$ cat src/rtl/rigid_body_derived_transform_defines.svh
// assertion macros used by the rtl
`ifndef RIGID_BODY_DERIVED_TRANSFORM_DEFINES_SVH
`define RIGID_BODY_DERIVED_TRANSFORM_DEFINES_SVH

`ifndef SYNTHESIS
`define RBDT_ASSERT(name, clk, rst_n, prop) \
    name: assert property (@(posedge clk) disable iff (!rst_n) prop) \
        else $error("rbdt check failed");
`define RBDT_ASSERT_RST(name, clk, prop) \
    name: assert property (@(posedge clk) prop) \
        else $error("rbdt reset check failed");
`else
`define RBDT_ASSERT(name, clk, rst_n, prop)
`define RBDT_ASSERT_RST(name, clk, prop)
`endif

`endif

$ cat src/rtl/rbdt_pkg.sv
`timescale 1ns / 1ps
package rbdt_pkg;

    localparam int FRAC_BITS = 16;
    localparam int WORD_BITS = 32;
    localparam int NORM_BITS = 16;
    localparam int FIELD_W   = 32;
    localparam int LEN_W     = $clog2(FIELD_W + 1);

    localparam int C_W   = NORM_BITS + 1;
    localparam int P_W   = 2 * C_W;
    localparam int NUM_W = P_W + 2;
    localparam int NN_W  = 2 * NORM_BITS + 2;
    localparam int DIV_W = NN_W + FRAC_BITS + 1;
    localparam int Q_W   = FRAC_BITS + 1;
    localparam int R_W   = FRAC_BITS + 2;
    localparam int BP_W  = R_W + FIELD_W;
    localparam int BS_W  = BP_W + 2;
    localparam int T_W   = BS_W - FRAC_BITS;
    localparam int WP_W  = T_W + R_W;
    localparam int WS_W  = WP_W + 2;
    localparam int W_W   = WS_W - FRAC_BITS;

    localparam int NUM_LANES = 9;
    localparam int QDEPTH    = 4;
    localparam int QA_W      = $clog2(QDEPTH);
    localparam int QC_W      = $clog2(QDEPTH + 1);
    localparam int CFG_IDX_W = 3;

    localparam logic [1:0] ROW_LAST = 2'd2;

    localparam logic signed [R_W-1:0]  ONE_R  = R_W'(1) << FRAC_BITS;
    localparam logic signed [BS_W-1:0] HALF_T = BS_W'(1) << (FRAC_BITS - 1);
    localparam logic signed [WS_W-1:0] HALF_W = WS_W'(1) << (FRAC_BITS - 1);
    localparam logic signed [W_W-1:0]  SAT_HI =
        {{(W_W - WORD_BITS + 1){1'b0}}, {(WORD_BITS - 1){1'b1}}};
    localparam logic signed [W_W-1:0]  SAT_LO = ~SAT_HI;

    typedef enum logic [CFG_IDX_W-1:0] {
        REG_XX, REG_YY, REG_ZZ, REG_XY, REG_XZ, REG_YZ
    } t_reg_idx;

    typedef struct packed {
        logic signed [FIELD_W-1:0] pos_x;
        logic signed [FIELD_W-1:0] pos_y;
        logic signed [FIELD_W-1:0] pos_z;
        logic signed [FIELD_W-1:0] quat_r;
        logic signed [FIELD_W-1:0] quat_i;
        logic signed [FIELD_W-1:0] quat_j;
        logic signed [FIELD_W-1:0] quat_k;
    } t_in_item;

    typedef struct packed {
        logic [1:0]                row_index;
        logic signed [FIELD_W-1:0] mat_c0;
        logic signed [FIELD_W-1:0] mat_c1;
        logic signed [FIELD_W-1:0] mat_c2;
        logic signed [FIELD_W-1:0] mat_trans;
        logic signed [FIELD_W-1:0] inertia_c0;
        logic signed [FIELD_W-1:0] inertia_c1;
        logic signed [FIELD_W-1:0] inertia_c2;
        logic                      last_row;
    } t_out_item;

    typedef struct packed {
        logic                      we;
        logic [CFG_IDX_W-1:0]      idx;
        logic [FIELD_W-1:0]        data;
    } t_cfg_wr;

    // rotation numerators and squared norm, one request between front and back
    typedef struct packed {
        logic [2:0][FIELD_W-1:0]       pos;
        logic [NUM_LANES-1:0][NUM_W-1:0] num;
        logic [NN_W-1:0]               nn;
        logic                          zero;
    } t_rot_job;

    typedef struct packed {
        logic [2:0][FIELD_W-1:0]       pos;
        logic [NUM_LANES-1:0][R_W-1:0] r;
    } t_rot_mat;

endpackage

$ cat src/rtl/rbdt_queue.sv
`timescale 1ns / 1ps
module rbdt_queue (
    input  logic               i_clk,
    input  logic               i_rst_n,
    input  logic               i_wr_v,
    input  rbdt_pkg::t_rot_job i_wr_data,
    output logic               o_full,
    output logic               o_rd_v,
    output rbdt_pkg::t_rot_job o_rd_data,
    input  logic               i_rd
);
    import rbdt_pkg::*;

    t_rot_job          r_mem [QDEPTH];
    logic [QA_W-1:0]   r_wr_ptr, r_rd_ptr;
    logic [QC_W-1:0]   r_count;
    logic              wr, rd;

    assign o_full    = (r_count == QC_W'(QDEPTH));
    assign o_rd_v    = (r_count != '0);
    assign o_rd_data = r_mem[r_rd_ptr];
    assign wr        = i_wr_v && !o_full;
    assign rd        = i_rd && o_rd_v;

    always_ff @(posedge i_clk) begin
        if (!i_rst_n) begin
            r_wr_ptr <= '0;
            r_rd_ptr <= '0;
            r_count  <= '0;
        end else begin
            if (wr) r_wr_ptr <= r_wr_ptr + QA_W'(1);
            if (rd) r_rd_ptr <= r_rd_ptr + QA_W'(1);
            case ({wr, rd})
                2'b10:   r_count <= r_count + QC_W'(1);
                2'b01:   r_count <= r_count - QC_W'(1);
                default: r_count <= r_count;
            endcase
        end
    end

    always_ff @(posedge i_clk) begin
        if (wr) r_mem[r_wr_ptr] <= i_wr_data;
    end

endmodule

$ cat config.mk
export PLATFORM = sky130hd
export DESIGN_NAME = rbdt_queue
export DESIGN_NICKNAME = d
export VERILOG_FILES = /design/src/rtl/rigid_body_derived_transform_defines.svh /design/src/rtl/rbdt_pkg.sv /design/src/rtl/rbdt_queue.sv
export SDC_FILE = /design/constraint.sdc
export NUM_CORES = 1
export LEC_CHECK = 0
export BUFFER_PORTS_ARGS = -buffer_cell sky130_fd_sc_hd__buf_2
export CORE_MARGIN = 2
export CORE_UTILIZATION = 29
export CTS_CLUSTER_DIAMETER = 80
export DETAILED_ROUTE_END_ITERATION = 10
export GPL_TIMING_DRIVEN = 0
export PLACE_DENSITY = 0.49
export SETUP_SLACK_MARGIN = 0.02
export SYNTH_ARGS = -nofsm -noshare
export SYNTH_HDL_FRONTEND = slang
export SYNTH_SLANG_ARGS = --single-unit
$ cat constraint.sdc
create_clock -name i_clk -period 9.7 [get_ports i_clk]
set_clock_uncertainty 0.05 [all_clocks]
set_input_delay 1.455 -clock i_clk [delete_from_list [all_inputs] [get_ports i_clk]]
set_output_delay 1.455 -clock i_clk [all_outputs]
set_load 0.02 [all_outputs]
==> summary.md, run 1 <==
| Metric | Value |
|---|---|
| Maximum achievable frequency | 184 MHz |
| Setup tns final | 0 ps |
| Proportion of synthesized area in mux cells | 16.8% |
| Clock latency at the later pin of the worst-skew pair | 810 ps |
| Overflow after GRT | 0 |
| Critical Setup Path Class | flop to output pin |
| Synthesis-to-layout area growth | 23.1% |
| Die Width | 486 µm |
| Critical register-to-register path startpoint | r_count[0] |
| Result of the run | finished, final reports clean |
| Drt initial violations | 2019 |
| Final hold violation count | 0 |
| Simple-gate share of the synthesized area | 0.166% |
| Final critical-path share of the clock period | 56.1% |
| Share of post-route cells with drive strength above 1 | 39.7% |
| Total Routed Length | 172 mm |
| Final Max Slew Viols | 0 |
| CP max stage delay | 920 ps |
| Non-Filler Cell Area, Final | 0.0828 mm² |
| Worst Hold Class | flop to flop |
| Sequential cell area fraction in the yosys report | 81.5% |
| Fin util | 35.9% |
| Adder-Cell Fraction of Synth Area | 0.123% |
| Num rows | 176 |
| Placed instance area | 0.0767 mm² |
| WL/cell | 25.2 µm |
| Initial antenna violation count | 124 |
| Die ar. | 0.236 mm² |
| Count of unique library cells instantiated by Yosys | 25 |
| Kind of cell adding the most delay to the critical path | buffers and inverters |
| Primary flip-flop cell chosen by synthesis mapping | sky130_fd_sc_hd__edfxtp_1 |
| Netlist area before placement | 0.0673 mm² |
| Crit path buf inv count | 4 |
| Post-synthesis register bit count | 1829 |
| Placement Setup Slack | 4660 ps |
| Synth Area in Compound Gates | 0.0539% |
| Total setup buffers inserted after CTS | 0 |
| Share of synthesized flip-flops with an asynchronous set or reset | 0% |
| Static leakage | 27.7 nW |
| Post-layout minimum cycle time | 5440 ps |
| Count of vias placed by the detailed router | 30900 |
| Pin count of the biggest net entering global routing | 54 |
| Layout filler cell count | 21200 |
| Clock Pin Slew Worst Setup and Hold Paths | 60 ps |
| Overall die height | 486 µm |
| Area share of xor/xnor cells in the synthesized design | 0.0521% |
| Wire length of the first global-routing pass | 239 mm |
| Clk root buf | sky130_fd_sc_hd__clkbuf_16 |
| Net total in the final layout | 4047 |
| Number of cells upsized or downsized after cts | 0 |
| Clock tree from TritonCTS | yes |
| Relative max-transition margin | 22.5% |
| Clock net sink count | 1829 |
| Count of yosys warnings during synthesis | 0 |
| Per-cell via count in the routed design | 4.55 |
| First drt pass iteration count | 4 |
| Post-CTS Hold Fix Bufs | 0 |
| Post-DP HPWL | 118 mm |
| Maximum resistive drop on vdd | 0.000179 V |
| Final RePlAce weighted congestion | 0.727 |
| Bufs on Longest Clock Path | 3 |
| Power per standard cell area | 273 mW/mm² |
| Slowest stage cell, crit path | sky130_fd_sc_hd__clkbuf_1 |
| DRC Markers | 0 |
| Count of non-filler cells in the finished layout | 6798 |
| Post-Synthesis Net Count | 2894 |
| Post-Syn Instances | 2429 |
| Cell chain of the critical path | clkbuf_1 -> clkbuf_1 -> buf_2 -> mux4_1 -> buf_2 |
| Vias in the first global route | 31800 |
| Final critical-path setup slack | 4260 ps |
| Maximum fanout along the worst path | 10 |
| Core box area | 0.230 mm² |
| Final Setup Violations | 0 |
| Mean instance size in the synthesized netlist | 27.7 µm² |
| H-tree depth | 4 |
| Overall Global Routing Usage | 14.1% |
| Starting utilization of the core area | 29.2% |
| Type of destination of the critical path | output pin |
| Main combinational cell family by area after synthesis | multiplexers |
| Post-synth EDFFs | 1820 |
| Max_cap viols | 0 |
| RSZ-0062 raised after global routing | false |
| Detail Route Antenna Nets | 0 |
| Startpoint of the tightest hold check path | r_wr_ptr[0] |
| Arr. time, crit path | 3930 ps |
| Total clock buffers created by CTS | 196 |
| Measured slew at the worst slew-check pin | 1160 ps |
| Data required, critical path | 8200 ps |
| Placed Cells incl. Taps | 6410 |
| I/O pin count | 916 |
| PortBufs | 914 |
| Worst Setup Start Kind | flop |
-- tightest hold or removal path, delay by kind of cell, from the launching register on --
family | cells | cell delay, ps
muxes | 1 | 60
DFF | 1 | 350
and+or+nand+nor | 1 | 70
-- sequential cells by signal, indices dropped and copies added (netlist names), named ones only --
signal and cells:
r_wr_ptr 2, r_mem 1820, r_rd_ptr 2, r_count 3
-- layout make-up --
class                      instances  area (µm²)  area share, %
antenna                           32        80.1         0.0967
buffer                           104         850           1.03
clock inverter                    99         811          0.979
inverter                           6        22.5         0.0272
tap                             3026        3790           4.57
multi-input combinational        490       11600           14.0
timing repair buffer             955        5660           6.83
sequential                      1829       54800           66.2
clock buffer                     257        5180           6.25
-- through the flow --
step | total power, mW | hold WS [ps]
after floorplan | 13.7 | 418
after global placement | 16.3 | 435
after detailed placement | 16.0 | 464
after CTS | 23.1 | 474
after global routing | 23.6 | 476
final | 22.6 | 478
-- synthesized netlist by cell type, types with 2 or more instances --
cell type	instances	area, µm²
sky130_fd_sc_hd__edfxtp_1	1820	54700
sky130_fd_sc_hd__mux4_1	276	7250
sky130_fd_sc_hd__mux4_2	179	4030
sky130_fd_sc_hd__buf_2	46	230
sky130_fd_sc_hd__buf_6	46	518
sky130_fd_sc_hd__dfxtp_1	9	180
sky130_fd_sc_hd__clkbuf_1	7	26.3
sky130_fd_sc_hd__inv_1	6	22.5
sky130_fd_sc_hd__buf_8	5	75.1
sky130_fd_sc_hd__ha_1	5	62.6
sky130_fd_sc_hd__nand2_1	5	18.8
sky130_fd_sc_hd__and2_2	4	30.0
sky130_fd_sc_hd__and2_1	3	18.8
sky130_fd_sc_hd__xnor2_1	3	26.3
sky130_fd_sc_hd__mux2i_1	2	20.0
sky130_fd_sc_hd__nor2b_1	2	12.5
sky130_fd_sc_hd__o21ai_0	2	10.0
sky130_fd_sc_hd__or3_2	2	15.0
-- worst paths after layout --
kind / endpoint / slack [ps] / cells after the start
min reg2reg: r_wr_ptr[0] / 480 / 2
max: o_rd_data[157] / 4260 / 5
max reg2reg: r_mem[0][357] / 6210 / 8
min: r_wr_ptr[0] / 480 / 2
-- cells by family after synthesis --
| family | after synthesis |
|---|---|
| buffers and inverters | 110 |
| and+or+nand+nor | 18 |
| xor gates and xnor gates | 4 |
| AOI/OAI and AO/OA | 5 |
| adders and majority gates | 6 |
| DFF | 1829 |
| muxes | 457 |
-- layer usage --
| layer | vias up | share of wire (%) | global-route usage [%] |
|---|---|---|---|
| met3 | 416 | 11 | 7.04 |
| met1 | 16100 | 38 | 16.4 |
| li1 | 13300 | - | - |
| met5 | - | 0.38 | 0.102 |
| met2 | 1064 | 48 | 22.9 |
| met4 | 106 | 3.0 | 4.43 |
-- where the power goes --
group	leakage (nW)	internal, mW	switching (mW)
sequential	16.8	9.51	0.126
combinational	8.05	2.33	3.70
clock	2.89	3.95	3.01
total	27.7	15.8	6.83
-- cells in the final DEF (no fill, tap or decap), types with 2 or more instances in the layout --
cell and count:
sky130_fd_sc_hd__inv_16 4, sky130_fd_sc_hd__clkinv_8 2, sky130_fd_sc_hd__clkbuf_1 66, sky130_fd_sc_hd__buf_16 35, sky130_fd_sc_hd__buf_8 5, sky130_fd_sc_hd__dfxtp_1 9, sky130_fd_sc_hd__clkinvlp_4 5, sky130_fd_sc_hd__buf_6 46
sky130_fd_sc_hd__inv_8 2, sky130_fd_sc_hd__bufinv_16 7, sky130_fd_sc_hd__and2_1 3, sky130_fd_sc_hd__nand2_1 5, sky130_fd_sc_hd__clkinv_16 3, sky130_fd_sc_hd__mux2i_1 2, sky130_fd_sc_hd__inv_6 4, sky130_fd_sc_hd__inv_1 6
sky130_fd_sc_hd__and2_4 4, sky130_fd_sc_hd__edfxtp_1 1820, sky130_fd_sc_hd__o21ai_0 2, sky130_fd_sc_hd__clkinv_1 52, sky130_fd_sc_hd__ha_1 5, sky130_fd_sc_hd__mux4_2 179, sky130_fd_sc_hd__clkinv_2 18, sky130_fd_sc_hd__mux4_1 276
sky130_fd_sc_hd__xnor2_1 3, sky130_fd_sc_hd__diode_2 32, sky130_fd_sc_hd__clkinv_4 2, sky130_fd_sc_hd__or3_2 2, sky130_fd_sc_hd__nor2b_1 2, sky130_fd_sc_hd__clkbuf_16 198, sky130_fd_sc_hd__buf_2 960, sky130_fd_sc_hd__buf_12 6
(Power assumes the default switching activity.)
==> run 2, diff against run 1 <==
==> constraint.sdc (replaced) <==
create_clock -name i_clk -period 5.1 [get_ports i_clk]
set_clock_uncertainty 0.05 [all_clocks]
set_input_delay 0.765 -clock i_clk [delete_from_list [all_inputs] [get_ports i_clk]]
set_output_delay 0.765 -clock i_clk [all_outputs]
set_load 0.02 [all_outputs]
==> summary.md, run 2 (synthesis gave the netlist of run 1 again) <==
| Metric | Value |
|---|---|
| Result of the run | finished, final reports clean |
| Commonest cells after routing, fill and taps aside | sky130_fd_sc_hd__edfxtp_1 (1820), sky130_fd_sc_hd__buf_2 (960), sky130_fd_sc_hd__mux4_1 (276), sky130_fd_sc_hd__clkbuf_16 (198), sky130_fd_sc_hd__mux4_2 (179) |
| Drt initial violations | 2019 (unchanged) |
| Max_cap viols | 0 (unchanged) |
| Maximum achievable frequency | 225 MHz |
| Starting utilization of the core area | 29.2% (unchanged) |
| Arr. time, crit path | 3630 ps (-300 ps) |
| Die ar. | 0.236 mm² (unchanged) |
| Placed instance area | 0.0767 mm² (unchanged) |
| Non-Filler Cell Area, Final | 0.0828 mm² (about the same) |
| WL/cell | 25.2 µm (about the same) |
| Final critical-path share of the clock period | 87.3% |
| Bufs on Longest Clock Path | 3 (unchanged) |
| CP max stage delay | 870 ps (-50 ps) |
| Power per standard cell area | 520 mW/mm² (+90%) |
| Share of post-route cells with drive strength above 1 | 39.7% (about the same) |
| Maximum fanout along the worst path | 10 (unchanged) |
| Clock net sink count | 1829 (unchanged) |
| Die Width | 486 µm (unchanged) |
| Initial antenna violation count | 124 (unchanged) |
| Final hold violation count | 0 (unchanged) |
| Register bank with the most flops | r_mem |
| Clk root buf | sky130_fd_sc_hd__clkbuf_16 |
| Total Routed Length | 172 mm (about the same) |
| Final Setup Violations | 0 (unchanged) |
| Fin util | 35.9% (about the same) |
| Final Max Slew Viols | 0 (unchanged) |
| Worst Hold Class | primary input to flop |
| Count of vias placed by the detailed router | 30900 (+0.0065%) |
| Clock Pin Slew Worst Setup and Hold Paths | 60 ps (about the same) |
| Worst Setup Start Kind | flop |
| Clock latency at the later pin of the worst-skew pair | 810 ps (about the same) |
| Pin count of the biggest net entering global routing | 54 (unchanged) |
| Count of non-filler cells in the finished layout | 6798 (unchanged) |
| Vias in the first global route | 31800 (unchanged) |
| First drt pass iteration count | 4 (unchanged) |
| Final RePlAce weighted congestion | 0.727 (unchanged) |
| Wire length of the first global-routing pass | 239 mm (unchanged) |
| Regs by FF count | r_mem: 1820 flops, r_count: 3 flops |
| Overflow after GRT | 0 (unchanged) |
| Post-layout minimum cycle time | 4450 ps |
| Type of destination of the critical path | output pin |
| Num rows | 176 (unchanged) |
| DRC Markers | 0 (unchanged) |
| Final Power | 43.0 mW (+90%) |
| I/O pin count | 916 (unchanged) |
| Static leakage | 27.7 nW (about the same) |
| Largest register FFs | 1820 (unchanged) |
| Maximum resistive drop on vdd | 0.000341 V (+90%) |
| Detail Route Antenna Nets | 0 (unchanged) |
| Cell chain of the critical path | clkbuf_1 -> clkbuf_1 -> buf_2 -> mux4_2 -> buf_2 |
| Core box area | 0.230 mm² (unchanged) |
| Post-DP HPWL | 118 mm (unchanged) |
| Relative max-transition margin | 27.7% (+5.2 points) |
| Critical Setup Path Class | flop to output pin |
| PortBufs | 914 (unchanged) |
| Measured slew at the worst slew-check pin | 1080 ps (-78.0 ps) |
| H-tree depth | 4 (unchanged) |
| Per-cell via count in the routed design | 4.55 (about the same) |
| Total clock buffers created by CTS | 196 (unchanged) |
| Slowest stage cell, crit path | sky130_fd_sc_hd__clkbuf_1 |
| Overall die height | 486 µm (unchanged) |
| Number of cells upsized or downsized after cts | 1 (+1) |
| Most common cell after layout, fill and taps aside | sky130_fd_sc_hd__edfxtp_1 |
| Data required, critical path | 4280 ps (-3920 ps) |
| Net total in the final layout | 4047 (unchanged) |
| Total setup buffers inserted after CTS | 0 (unchanged) |
| RSZ-0062 raised after global routing | false |
| Clock tree from TritonCTS | yes |
| Placed Cells incl. Taps | 6410 (unchanged) |
| Post-CTS Hold Fix Bufs | 0 (unchanged) |
| Overall Global Routing Usage | 14.1% (unchanged) |
| Synthesis-to-layout area growth | 23.1% (about the same) |
==> run 2: changes by cell type in the layout (fill, tap and decap cells not counted) <==
cell                       previous run  this run
sky130_fd_sc_hd__clkbuf_1            66        65
sky130_fd_sc_hd__clkbuf_2             0         1
==> run 2: critical path, delay by kind of cell, from the launching register on <==
kind,cells,cell delay [ps]
multiplexers,1,370
buffers and inverters,4,2130
flip-flops,1,300
==> run 2: through the flow <==
step,setup TNS (ps),hold WS (ps),setup slack (ps)
floorplan,-3851010,418,-2120
global placement,-,435,-7780
detailed placement,0,464,748
CTS,0,1.46,163
global route,0,28.6,239
finish,0,103,650
==> run 2: per-layer routing <==
metal | up-vias | global-route usage (%) | part of all wire (%)
met1 | 16100 | 16.4 | 38
met5 | - | 0.102 | 0.38
met4 | 106 | 4.43 | 3.0
met2 | 1066 | 22.9 | 48
met3 | 416 | 7.04 | 11
li1 | 13300 | - | -
==> run 2: path summary, 6_finish.rpt <==
check / startpoint / endpoint / slack [ps] / cells past startpoint
max: flop / o_rd_data[206] / 650 / 5
min: i_wr_data[130] / r_mem[3][130] / 100 / 1
max reg2reg: r_count[0] / r_mem[0][357] / 1610 / 8
min reg2reg: r_wr_ptr[0] / r_wr_ptr[0] / 480 / 2
==> run 2: cell type report <==
type	instances	area, µm²
fillers	21200	148000
flip-flops and latches	1829	54800
multi-input cells	490	11600
repair buffers	955	5660
clock buffers	257	5180
well taps	3026	3790
plain buffers	104	851
clock inverters	99	811
diodes	32	80.1
inverters	6	22.5
==> run 2: report_power, final <==
part | internal, mW | total, mW | leakage, nW | switching [mW]
Clock | 7.51 | 13.2 | 2.89 | 5.72
Sequential | 18.1 | 18.3 | 16.8 | 0.240
Combinational | 4.44 | 11.5 | 8.06 | 7.03
Total | 30.0 | 43.0 | 27.7 | 13.0
